[config.mk]
export PLATFORM = sky130hd
export DESIGN_NAME = spi_lcd_controller_command_decoder
export DESIGN_NICKNAME = d
export VERILOG_FILES = /design/src/rtl/spilcd_pkg.sv /design/src/rtl/spilcd_color.sv /design/src/rtl/spilcd_decoder.sv /design/src/rtl/spi_lcd_controller_command_decoder.sv
export SDC_FILE = /design/constraint.sdc
export NUM_CORES = 1
export LEC_CHECK = 0
export ABC_AREA = 1
export BUFFER_PORTS_ARGS = -buffer_cell sky130_fd_sc_hd__buf_2
export CAP_MARGIN = 0
export CORE_MARGIN = 1
export CORE_UTILIZATION = 40
export CTS_BUF_LIST = sky130_fd_sc_hd__clkbuf_4 sky130_fd_sc_hd__clkbuf_8 sky130_fd_sc_hd__clkbuf_16
export DETAILED_ROUTE_END_ITERATION = 8
export MAX_ROUTING_LAYER = met4
export PLACE_DENSITY = 0.66
export REMOVE_ABC_BUFFERS = 1
export SYNTH_ARGS = -nofsm -noshare
export SYNTH_HDL_FRONTEND = slang
export SYNTH_SLANG_ARGS = --single-unit
[constraint.sdc]
create_clock -name clk -period 11.3 [get_ports clk]
set_clock_uncertainty 0.2 [all_clocks]
set_input_delay 0.565 -clock clk [delete_from_list [all_inputs] [get_ports clk]]
set_output_delay 0.565 -clock clk [all_outputs]
set_load 0.005 [all_outputs]
[src/rtl/spilcd_pkg.sv]
// Shared types, opcodes, color tables and helpers for the SPI LCD command decoder.
package spilcd_pkg;

  localparam int unsigned SCREEN_WIDTH  = 320;
  localparam int unsigned SCREEN_HEIGHT = 320;
  localparam int unsigned PARAM_STORE   = 16;

  localparam logic [15:0] SCREEN_W = 16'(SCREEN_WIDTH);
  localparam logic [15:0] SCREEN_H = 16'(SCREEN_HEIGHT);
  localparam logic [15:0] FULL_X1  = 16'(SCREEN_WIDTH - 1);
  localparam logic [15:0] FULL_Y1  = 16'(SCREEN_HEIGHT - 1);
  localparam logic [4:0]  PARAM_LIMIT = 5'(PARAM_STORE);

  // Command opcodes.
  localparam logic [7:0] OP_SWRESET  = 8'h01;
  localparam logic [7:0] OP_SLPIN    = 8'h10;
  localparam logic [7:0] OP_SLPOUT   = 8'h11;
  localparam logic [7:0] OP_INVOFF   = 8'h20;
  localparam logic [7:0] OP_INVON    = 8'h21;
  localparam logic [7:0] OP_DISPOFF  = 8'h28;
  localparam logic [7:0] OP_DISPON   = 8'h29;
  localparam logic [7:0] OP_CASET    = 8'h2a;
  localparam logic [7:0] OP_RASET    = 8'h2b;
  localparam logic [7:0] OP_RAMWR    = 8'h2c;
  localparam logic [7:0] OP_VSCRDEF  = 8'h33;
  localparam logic [7:0] OP_MADCTL   = 8'h36;
  localparam logic [7:0] OP_VSCSAD   = 8'h37;
  localparam logic [7:0] OP_COLMOD   = 8'h3a;
  localparam logic [7:0] OP_FRMCTR1  = 8'hb1;
  localparam logic [7:0] OP_INVCTR   = 8'hb4;
  localparam logic [7:0] OP_DFUNCTR  = 8'hb6;
  localparam logic [7:0] OP_ETMOD    = 8'hb7;
  localparam logic [7:0] OP_PWCTR1   = 8'hc0;
  localparam logic [7:0] OP_PWCTR2   = 8'hc1;
  localparam logic [7:0] OP_VMCTR1   = 8'hc5;
  localparam logic [7:0] OP_VMOFCTR  = 8'hc7;
  localparam logic [7:0] OP_PGAMCTRL = 8'he0;
  localparam logic [7:0] OP_NGAMCTRL = 8'he1;
  localparam logic [7:0] OP_PUMPCTL  = 8'hf7;

  localparam logic [7:0]  FMT_RGB565    = 8'h55;
  localparam logic [31:0] HASH_PRIME    = 32'd16777619;
  localparam logic [31:0] HASH_SEED_RST = 32'd2166136261;

  // Register index of hash_seed on the configuration port.
  localparam logic REG_HASH_SEED = 1'b0;

  typedef struct packed {
    logic       deselected;
    logic       command;
    logic [7:0] spi_byte;
  } item_t;

  typedef struct packed {
    logic  step;
    item_t item;
  } step_t;

  typedef struct packed {
    logic        load;
    logic [31:0] value;
  } seed_load_t;

  typedef struct packed {
    logic [7:0] red;
    logic [7:0] green;
    logic [7:0] blue;
  } color_t;

  typedef struct packed {
    logic        pixel_valid;
    logic        in_bounds;
    logic [15:0] pixel_x;
    logic [15:0] pixel_y;
    color_t      color;
    logic [31:0] run_hash;
    logic        sleeping;
    logic        display_enabled;
    logic        inverted;
    logic [7:0]  orientation;
  } result_t;

  typedef logic [31:0][7:0] exp5_tbl_t;
  typedef logic [63:0][7:0] exp6_tbl_t;

  // Rounded widening of 5-bit and 6-bit channels to 8 bits.
  function automatic exp5_tbl_t build_exp5();
    exp5_tbl_t t;
    for (int i = 0; i < 32; i++) begin
      t[i] = 8'((i * 255 + 15) / 31);
    end
    return t;
  endfunction

  function automatic exp6_tbl_t build_exp6();
    exp6_tbl_t t;
    for (int i = 0; i < 64; i++) begin
      t[i] = 8'((i * 255 + 31) / 63);
    end
    return t;
  endfunction

  localparam exp5_tbl_t EXP5 = build_exp5();
  localparam exp6_tbl_t EXP6 = build_exp6();

  // Number of parameter bytes an opcode takes; zero for immediate or unknown opcodes.
  function automatic logic [3:0] fixed_count(logic [7:0] op);
    logic [3:0] n;
    unique case (op) inside
      OP_CASET, OP_RASET, OP_PUMPCTL:                       n = 4'd4;
      OP_MADCTL, OP_COLMOD, OP_INVCTR, OP_ETMOD,
      OP_PWCTR2, OP_VMOFCTR:                                n = 4'd1;
      OP_VSCRDEF:                                           n = 4'd6;
      OP_VSCSAD, OP_FRMCTR1, OP_PWCTR1:                     n = 4'd2;
      OP_DFUNCTR, OP_VMCTR1:                                n = 4'd3;
      OP_PGAMCTRL, OP_NGAMCTRL:                             n = 4'd15;
      default:                                              n = 4'd0;
    endcase
    return n;
  endfunction

endpackage

[src/rtl/spilcd_color.sv]
// Pixel color assembly: RGB565 widening or direct 8-bit channels.
module spilcd_color
  import spilcd_pkg::*;
(
  input  logic       rgb565,
  input  logic [7:0] hold0,
  input  logic [7:0] hold1,
  input  logic [7:0] last_byte,
  output color_t     color
);

  logic [4:0] r5;
  logic [5:0] g6;
  logic [4:0] b5;

  assign r5 = hold0[7:3];
  assign g6 = {hold0[2:0], last_byte[7:5]};
  assign b5 = last_byte[4:0];

  always_comb begin
    if (rgb565) begin
      color.red   = EXP5[r5];
      color.green = EXP6[g6];
      color.blue  = EXP5[b5];
    end else begin
      color.red   = hold0;
      color.green = hold1;
      color.blue  = last_byte;
    end
  end

endmodule

[src/rtl/spilcd_decoder.sv]
// Command and data decoder: controller state, window, cursor and frame hash.
module spilcd_decoder
  import spilcd_pkg::*;
(
  input  logic       clk,
  input  logic       rst_n,
  input  step_t      step_i,
  input  seed_load_t seed_i,
  output result_t    res_o
);

  logic [7:0]  opcode_r, opcode_nxt;
  logic [4:0]  seen_r, seen_nxt;
  logic [7:0]  pw_r [4];
  logic [7:0]  pw_nxt [4];
  logic [1:0]  cnt_r, cnt_nxt;
  logic [7:0]  hold_r [2];
  logic [7:0]  hold_nxt [2];
  logic [15:0] x0_r, x1_r, y0_r, y1_r;
  logic [15:0] x0_nxt, x1_nxt, y0_nxt, y1_nxt;
  logic [15:0] cx_r, cy_r, cx_nxt, cy_nxt;
  logic [7:0]  madctl_r, madctl_nxt;
  logic [7:0]  colmod_r, colmod_nxt;
  logic        sleep_r, sleep_nxt;
  logic        disp_r, disp_nxt;
  logic        inv_r, inv_nxt;
  logic [31:0] hash_r, hash_nxt;

  logic [31:0] hash_mul;
  logic [3:0]  need;
  logic        rgb565;
  logic [1:0]  pix_last;
  logic [7:0]  byte_in;
  color_t      color;

  assign byte_in  = step_i.item.spi_byte;
  assign need     = fixed_count(opcode_r);
  assign rgb565   = (colmod_r == FMT_RGB565);
  assign pix_last = rgb565 ? 2'd1 : 2'd2;
  assign hash_mul = hash_r * HASH_PRIME;

  spilcd_color u_color (
    .rgb565    (rgb565),
    .hold0     (hold_r[0]),
    .hold1     (hold_r[1]),
    .last_byte (byte_in),
    .color     (color)
  );

  always_comb begin
    opcode_nxt = opcode_r;
    seen_nxt   = seen_r;
    pw_nxt     = pw_r;
    cnt_nxt    = cnt_r;
    hold_nxt   = hold_r;
    x0_nxt     = x0_r;
    x1_nxt     = x1_r;
    y0_nxt     = y0_r;
    y1_nxt     = y1_r;
    cx_nxt     = cx_r;
    cy_nxt     = cy_r;
    madctl_nxt = madctl_r;
    colmod_nxt = colmod_r;
    sleep_nxt  = sleep_r;
    disp_nxt   = disp_r;
    inv_nxt    = inv_r;
    hash_nxt   = hash_r;
    res_o      = '0;

    if (seed_i.load) begin
      hash_nxt = seed_i.value;
    end else if (step_i.step && !step_i.item.deselected) begin
      if (step_i.item.command) begin
        opcode_nxt = byte_in;
        seen_nxt   = '0;
        cnt_nxt    = '0;
        unique case (byte_in)
          OP_RAMWR: begin
            cx_nxt = x0_r;
            cy_nxt = y0_r;
          end
          OP_SLPIN:   sleep_nxt = 1'b1;
          OP_SLPOUT:  sleep_nxt = 1'b0;
          OP_INVOFF:  inv_nxt   = 1'b0;
          OP_INVON:   inv_nxt   = 1'b1;
          OP_DISPOFF: disp_nxt  = 1'b0;
          OP_DISPON:  disp_nxt  = 1'b1;
          OP_SWRESET: begin
            sleep_nxt  = 1'b1;
            disp_nxt   = 1'b0;
            inv_nxt    = 1'b0;
            madctl_nxt = '0;
            colmod_nxt = '0;
            x0_nxt     = '0;
            x1_nxt     = FULL_X1;
            y0_nxt     = '0;
            y1_nxt     = FULL_Y1;
          end
          default: ;
        endcase
      end else if (need != 4'd0) begin
        // Parameter byte; the count saturates and only the first four bytes are kept.
        if (seen_r < PARAM_LIMIT) begin
          if (seen_r < 5'd4) begin
            pw_nxt[seen_r[1:0]] = byte_in;
          end
          seen_nxt = seen_r + 5'd1;
          if (seen_nxt == {1'b0, need}) begin
            unique case (opcode_r)
              OP_CASET: begin
                x0_nxt = {pw_nxt[0], pw_nxt[1]};
                x1_nxt = {pw_nxt[2], pw_nxt[3]};
              end
              OP_RASET: begin
                y0_nxt = {pw_nxt[0], pw_nxt[1]};
                y1_nxt = {pw_nxt[2], pw_nxt[3]};
              end
              OP_MADCTL: madctl_nxt = pw_nxt[0];
              OP_COLMOD: colmod_nxt = pw_nxt[0];
              default: ;
            endcase
          end
        end
      end else if (opcode_r == OP_RAMWR) begin
        if (cnt_r < pix_last) begin
          hold_nxt[cnt_r[0]] = byte_in;
          cnt_nxt = cnt_r + 2'd1;
        end else begin
          res_o.pixel_valid = 1'b1;
          res_o.in_bounds   = (cx_r < SCREEN_W) && (cy_r < SCREEN_H);
          res_o.pixel_x     = cx_r;
          res_o.pixel_y     = cy_r;
          res_o.color       = color;
          hash_nxt = hash_mul ^ {8'h00, color.red, color.green, color.blue};
          cnt_nxt  = '0;
          // The cursor walks the window row by row and wraps to its origin.
          if (cx_r >= x1_r) begin
            cx_nxt = x0_r;
            cy_nxt = (cy_r >= y1_r) ? y0_r : cy_r + 16'd1;
          end else begin
            cx_nxt = cx_r + 16'd1;
          end
        end
      end
    end

    res_o.run_hash        = hash_nxt;
    res_o.sleeping        = sleep_nxt;
    res_o.display_enabled = disp_nxt;
    res_o.inverted        = inv_nxt;
    res_o.orientation     = madctl_nxt;
  end

  always_ff @(posedge clk) begin
    if (!rst_n) begin
      opcode_r <= '0;
      seen_r   <= '0;
      cnt_r    <= '0;
      x0_r     <= '0;
      x1_r     <= FULL_X1;
      y0_r     <= '0;
      y1_r     <= FULL_Y1;
      cx_r     <= '0;
      cy_r     <= '0;
      madctl_r <= '0;
      colmod_r <= '0;
      sleep_r  <= 1'b1;
      disp_r   <= 1'b0;
      inv_r    <= 1'b0;
      hash_r   <= HASH_SEED_RST;
    end else begin
      opcode_r <= opcode_nxt;
      seen_r   <= seen_nxt;
      cnt_r    <= cnt_nxt;
      x0_r     <= x0_nxt;
      x1_r     <= x1_nxt;
      y0_r     <= y0_nxt;
      y1_r     <= y1_nxt;
      cx_r     <= cx_nxt;
      cy_r     <= cy_nxt;
      madctl_r <= madctl_nxt;
      colmod_r <= colmod_nxt;
      sleep_r  <= sleep_nxt;
      disp_r   <= disp_nxt;
      inv_r    <= inv_nxt;
      hash_r   <= hash_nxt;
    end
  end

  // Parameter and pixel holds are always written before they are read.
  always_ff @(posedge clk) begin
    pw_r   <= pw_nxt;
    hold_r <= hold_nxt;
  end

endmodule

[src/rtl/spi_lcd_controller_command_decoder.sv]
// Top level of the SPI LCD command decoder: stream ports, APB register and pipeline registers.
//
//  Channel  | Direction | Transaction
//  ---------+-----------+--------------------------------------------------------------
//  in_      | slave     | one SPI byte with its command and chip-select flags
//  out_     | master    | one result per input byte: pixel fields, frame hash, mode flags
//  cfg_     | APB       | hash_seed at address 0, writing it also restarts the frame hash
//
// An input byte is captured in the input register at its acceptance edge, and its result is
// captured in the output register, raising out_tvalid, when the byte leaves the input register,
// which it cannot do while the output is stalled. A new byte is accepted every cycle while the
// output is not stalled; the controller state and 32-bit hash multiply update as the byte leaves.
// Reset is synchronous and active low and restores the full-screen window, sleep mode and
// the default hash seed. A stalled output holds its result while the input register still
// takes one more byte; after that in_tready falls until out_tready returns.
module spi_lcd_controller_command_decoder
  import spilcd_pkg::*;
(
  input  logic         clk,
  input  logic         rst_n,
  input  logic         in_tvalid,
  output logic         in_tready,
  input  logic [7:0]   in_tdata,   // [7:0] spi_byte
  input  logic [1:0]   in_tuser,   // [0] command, [1] deselected
  output logic         out_tvalid,
  input  logic         out_tready,
  // [0] in_bounds, [16:1] pixel_x, [32:17] pixel_y, [40:33] red, [48:41] green,
  // [56:49] blue, [88:57] running hash, [89] sleeping, [90] display_enabled,
  // [91] inverted, [99:92] orientation, [103:100] zero
  output logic [103:0] out_tdata,
  output logic         out_tuser,  // [0] pixel_valid
  input  logic         cfg_psel,
  input  logic         cfg_penable,
  input  logic         cfg_pwrite,
  input  logic [2:0]   cfg_paddr,
  input  logic [31:0]  cfg_pwdata,
  output logic [31:0]  cfg_prdata,
  output logic         cfg_pready
);

  logic        in_valid_r;
  item_t       in_item_r;
  logic        out_valid_r;
  result_t     out_res_r;
  logic [31:0] seed_r;

  logic        advance;
  logic        in_accept;
  logic        cfg_wr;
  step_t       step;
  seed_load_t  seed_load;
  result_t     res;

  assign advance   = !out_valid_r || out_tready;
  assign in_tready = !in_valid_r || advance;
  assign in_accept = in_tvalid && in_tready;

  assign cfg_pready = 1'b1;
  assign cfg_wr     = cfg_psel && cfg_penable && cfg_pwrite && cfg_pready
                      && (cfg_paddr[2] == REG_HASH_SEED);
  assign cfg_prdata = (cfg_paddr[2] == REG_HASH_SEED) ? seed_r : '0;

  assign step.step       = in_valid_r && advance;
  assign step.item       = in_item_r;
  assign seed_load.load  = cfg_wr;
  assign seed_load.value = cfg_pwdata;

  spilcd_decoder u_decoder (
    .clk    (clk),
    .rst_n  (rst_n),
    .step_i (step),
    .seed_i (seed_load),
    .res_o  (res)
  );

  always_ff @(posedge clk) begin
    if (!rst_n) begin
      in_valid_r  <= 1'b0;
      out_valid_r <= 1'b0;
      seed_r      <= HASH_SEED_RST;
    end else begin
      if (in_accept) begin
        in_valid_r <= 1'b1;
      end else if (step.step) begin
        in_valid_r <= 1'b0;
      end
      if (advance) begin
        out_valid_r <= in_valid_r;
      end
      if (cfg_wr) begin
        seed_r <= cfg_pwdata;
      end
    end
  end

  always_ff @(posedge clk) begin
    if (in_accept) begin
      in_item_r.spi_byte   <= in_tdata;
      in_item_r.command    <= in_tuser[0];
      in_item_r.deselected <= in_tuser[1];
    end
    if (step.step) begin
      out_res_r <= res;
    end
  end

  assign out_tvalid = out_valid_r;
  assign out_tuser  = out_res_r.pixel_valid;
  assign out_tdata  = {4'h0,
                       out_res_r.orientation,
                       out_res_r.inverted,
                       out_res_r.display_enabled,
                       out_res_r.sleeping,
                       out_res_r.run_hash,
                       out_res_r.color.blue,
                       out_res_r.color.green,
                       out_res_r.color.red,
                       out_res_r.pixel_y,
                       out_res_r.pixel_x,
                       out_res_r.in_bounds};

  // A byte waiting in the input register is never dropped while the output is stalled.
  a_hold_input: assert property (@(posedge clk) disable iff (!rst_n)
    in_valid_r && !advance |=> in_valid_r)
    else $error("input transaction lost during output stall");

  // Pixel fields are zero when the byte completed no pixel.
  a_no_pixel_zero: assert property (@(posedge clk) disable iff (!rst_n)
    out_tvalid && !out_tuser |-> out_tdata[56:0] == 57'd0)
    else $error("pixel fields set without a completed pixel");

  // An in-bounds pixel really lies on the screen.
  a_in_bounds: assert property (@(posedge clk) disable iff (!rst_n)
    out_tvalid && out_tdata[0] |-> (out_tdata[16:1] < SCREEN_W) && (out_tdata[32:17] < SCREEN_H))
    else $error("in_bounds flag set outside the screen");

  // A result register is loaded only from a byte held in the input register.
  a_result_source: assert property (@(posedge clk) disable iff (!rst_n)
    !in_valid_r && advance |=> !out_tvalid)
    else $error("result transaction without an input transaction");

endmodule

==> qor.yml <==
status:
  status: "complete, no violations"
clock_tree:
  htreeDepth: 2
  post_cts_resized: 0
  clock_insertion_delay_worst_skew_ps: 620
  numCtsBuffers: 43
  path_clk_slew_ps: 70
  clock-sinks: 369
  cts_buffer_depth: 3
  cts_tree: "built"
  post_cts_buffers: 0
  clock-root-buffer: "clkbuf_16"
setup_path:
  worst_path_max_delay_cell: "dfxtp_1"
  start_kind: "register"
  slowest_delay_ps: 690
  rr_endpoint: "out_tdata[77]"
  required_ps: 11580
  cp_common_cell: "ha_1"
  path_max_fanout: 7
  crit_arrival_ps: 6240
  end_kind: "register"
  reg2reg_from: "u_decoder.hash_r[5]"
  crit_type: "register to register"
  cp-startpoint: "u_decoder.hash_r[5]"
  worstPathCellList: "ha_1 > ha_1 > fa_1 > ha_1 > fa_1 > ha_1 > inv_1 > fa_1 > inv_1 > ha_1 > inv_1 > o21ai_0 > a21oi_1 > o21ai_0 > a21oi_1 > o21ai_0 > or2_2 > nand3_1 > nand3_1 > nand2_1"
  reg2reg_slack_ps: 5340
  ff2ff_path_depth: 20
  endpoint: "out_tdata[77]"
floorplanning:
  fp-row-count: 88
  pin_count: 192
  coreArea_sq_mm: 0.0578
  start_util: 0.405
  die_y_um: 244
  die_w_um: 244
  dieArea_sq_mm: 0.0595
hold_path:
  hp-class: "input port to register"
cells_and_area:
  regArea_sq_mm: 0.00898
  area_growth_pct: 13.4
  layout_common_cells: "nand2_1, inv_1, nor2_1, ha_1, dfxtp_1"
  stdcell_area_sq_mm: 0.0266
  layout.nets: 3443
  drive_above_1_share: 0.105
  num-fill-cells: 5728
  multi_input_area_sq_mm: 0.0123
  instances_no_fill: 3895
  final_common_cell: "nand2_1"
  final_core_util: 0.459
sta:
  timing.fmax_ghz: 0.168
  relSlewSlack: 0.223
  rsz0062_at_grt: "no"
  period_share: 0.528
  worst_pin_slew_ps: 1160
  hold_viol_final: 0
  drv_slew: 0
  period_needed_ps: 5960
  finalSetupViolations: 0
  tns_ps: 0
  fin_ws_ps: 5340
yosys:
  synth_area_sq_mm: 0.0234
  yosys_warnings: 0
  ys_seq_area_frac: 0.383
  synthCells: 2935
  synth-main-ff-cell: "dfxtp_1"
  avgSynthCellArea_sq_um: 7.98
  async_reset_ff_frac: 0
  synth-edff-count: 159
  yosysUniqueCellTypes: 48
  ys_ff_latch: 369
place:
  placed_area_sq_mm: 0.0250
  gp_congestion: 0.959
  pre_cts_ws_ps: 5430
  port_buffers: 184
  dp.cells: 3802
  dp_hpwl_um: 49800
grt:
  first_global_vias: 18624
  track_usage: 0.234
  grt_overflow: 0
  grt_max_degree: 69
  grt_pass1_wl_um: 105000
  grt_antenna_before_repair: 3
pwr:
  p_per_area_mw_per_mm2: 153
  power.leakage_nw: 12.6
  clkPwrFrac: 0.359
  p_comb_frac: 0.286
  swShare: 0.345
  seq_power_share: 0.355
  intPower_w: 0.00266
  irDropWorstVdd_v: 0.000118
  switchingPower_w: 0.00140
routing:
  dr.first_iter.drc_count: 1514
  drc: 0
  finalWirelength_um: 67100
  drtAntennaViolNets: 0
  post_drt_wl_per_cell_um: 17.2
  first_pass_iters: 5
  vias_per_cell: 5.04
  vias: 19646
flow_run:
  drv_cap: 0
==> sequential cells by signal, summed over array words and instances, names as in the netlist, 32 cells and up, named ones only <==
| signal | flops |
|---|---|
| u_decoder.hash_r | 32 |
| out_tdata | 100 |
| u_decoder.pw_r | 32 |
| seed_r | 32 |
==> worst max-delay path, delay by kind of cell, from the launching register on <==
family,cells,cell delay (ps)
and+or+nand+nor,4,760
DFF,1,690
buffers and inverters,3,220
AOI/OAI and AO/OA,5,920
adders and majority gates,8,3020
==> cell usage after synthesis (7+ instances only) <==
cell type / n / area [sq um]
xnor2_1: 19 / 166
nand4_1: 51 / 319
edfxtp_1: 159 / 4770
fa_1: 74 / 1480
clkbuf_1: 67 / 251
xor2_1: 51 / 447
buf_6: 7 / 78.8
buf_4: 8 / 60.1
nor2_1: 314 / 1180
buf_2: 14 / 70.1
dfxtp_1: 210 / 4200
nor3_1: 52 / 260
o21ai_1: 8 / 40.0
nand2_2: 7 / 43.8
nand3_1: 104 / 521
a21oi_1: 180 / 901
o21bai_1: 7 / 52.6
o21ai_0: 190 / 951
ha_1: 225 / 2820
o21a_1: 11 / 82.6
o211ai_1: 10 / 75.1
or2_2: 24 / 150
nand2_1: 640 / 2400
inv_1: 450 / 1690
==> stage by stage <==
step                hold slack, ps  total power [W]
floorplan                      229          0.00229
global placement               243          0.00261
detailed placement             253          0.00261
CTS                           25.4          0.00408
global route                  56.0          0.00429
finish                        55.3          0.00407
==> logic make-up after synthesis <==
logic type	after synthesis	share of synthesized area
DFF	369	0.383
xor gates and xnor gates	70	0.0262
buffers and inverters	556	0.0934
muxes	2	0.000855
other	2	0.000321
AOI/OAI and AO/OA	422	0.0952
and+or+nand+nor	1215	0.217
adders and majority gates	299	0.183
==> repair_timing <==
action                     4_1_cts  5_1_grt
setup endpoints to repair        0        0
hold buffers                    10        0
hold endpoints to repair        10        0
==> power groups by stage <==
stage	Sequential, W	Clock (W)	Combinational, W
final	0.00144	0.00146	0.00116
after global routing	0.00145	0.00153	0.00132
after CTS	0.00144	0.00148	0.00115
after detailed placement	0.00147	0	0.00114
after global placement	0.00147	0	0.00114
after floorplan	0.00147	0	0.000821
==> worst min path at each step <==
stage / start / cells after the start / end
finish: cfg_pwdata[2] / 3 / out_tdata[59]
global route: cfg_pwdata[7] / 3 / out_tdata[64]
CTS: cfg_pwdata[2] / 3 / out_tdata[59]
detailed placement: u_decoder.y1_r[2] / 2 / u_decoder.y1_r[2]
global placement: u_decoder.y1_r[2] / 2 / u_decoder.y1_r[2]
floorplan: u_decoder.y1_r[1] / 2 / u_decoder.y1_r[1]
==> layer usage <==
layer / routed length, um / vias to the layer above / global-route usage / share of wire
met3: 3660 / 117 / 0.0277 / 0.055
met2: 31200 / 595 / 0.377 / 0.47
li1: - / 9767 / - / -
met4: 1940 / 0 / 0.0722 / 0.029
met5: 0 / - / - / 0
met1: 30300 / 9167 / 0.306 / 0.45
==> final cells by class <==
class | instances | share of cell area
clock buffer | 59 | 0.0471
timing repair buffer | 210 | 0.0430
sequential | 369 | 0.338
clock inverter | 21 | 0.00881
tap | 765 | 0.0360
inverter | 455 | 0.0645
multi-input combinational | 2013 | 0.462
antenna | 3 | 0.000283
(Power assumes the default switching activity.)
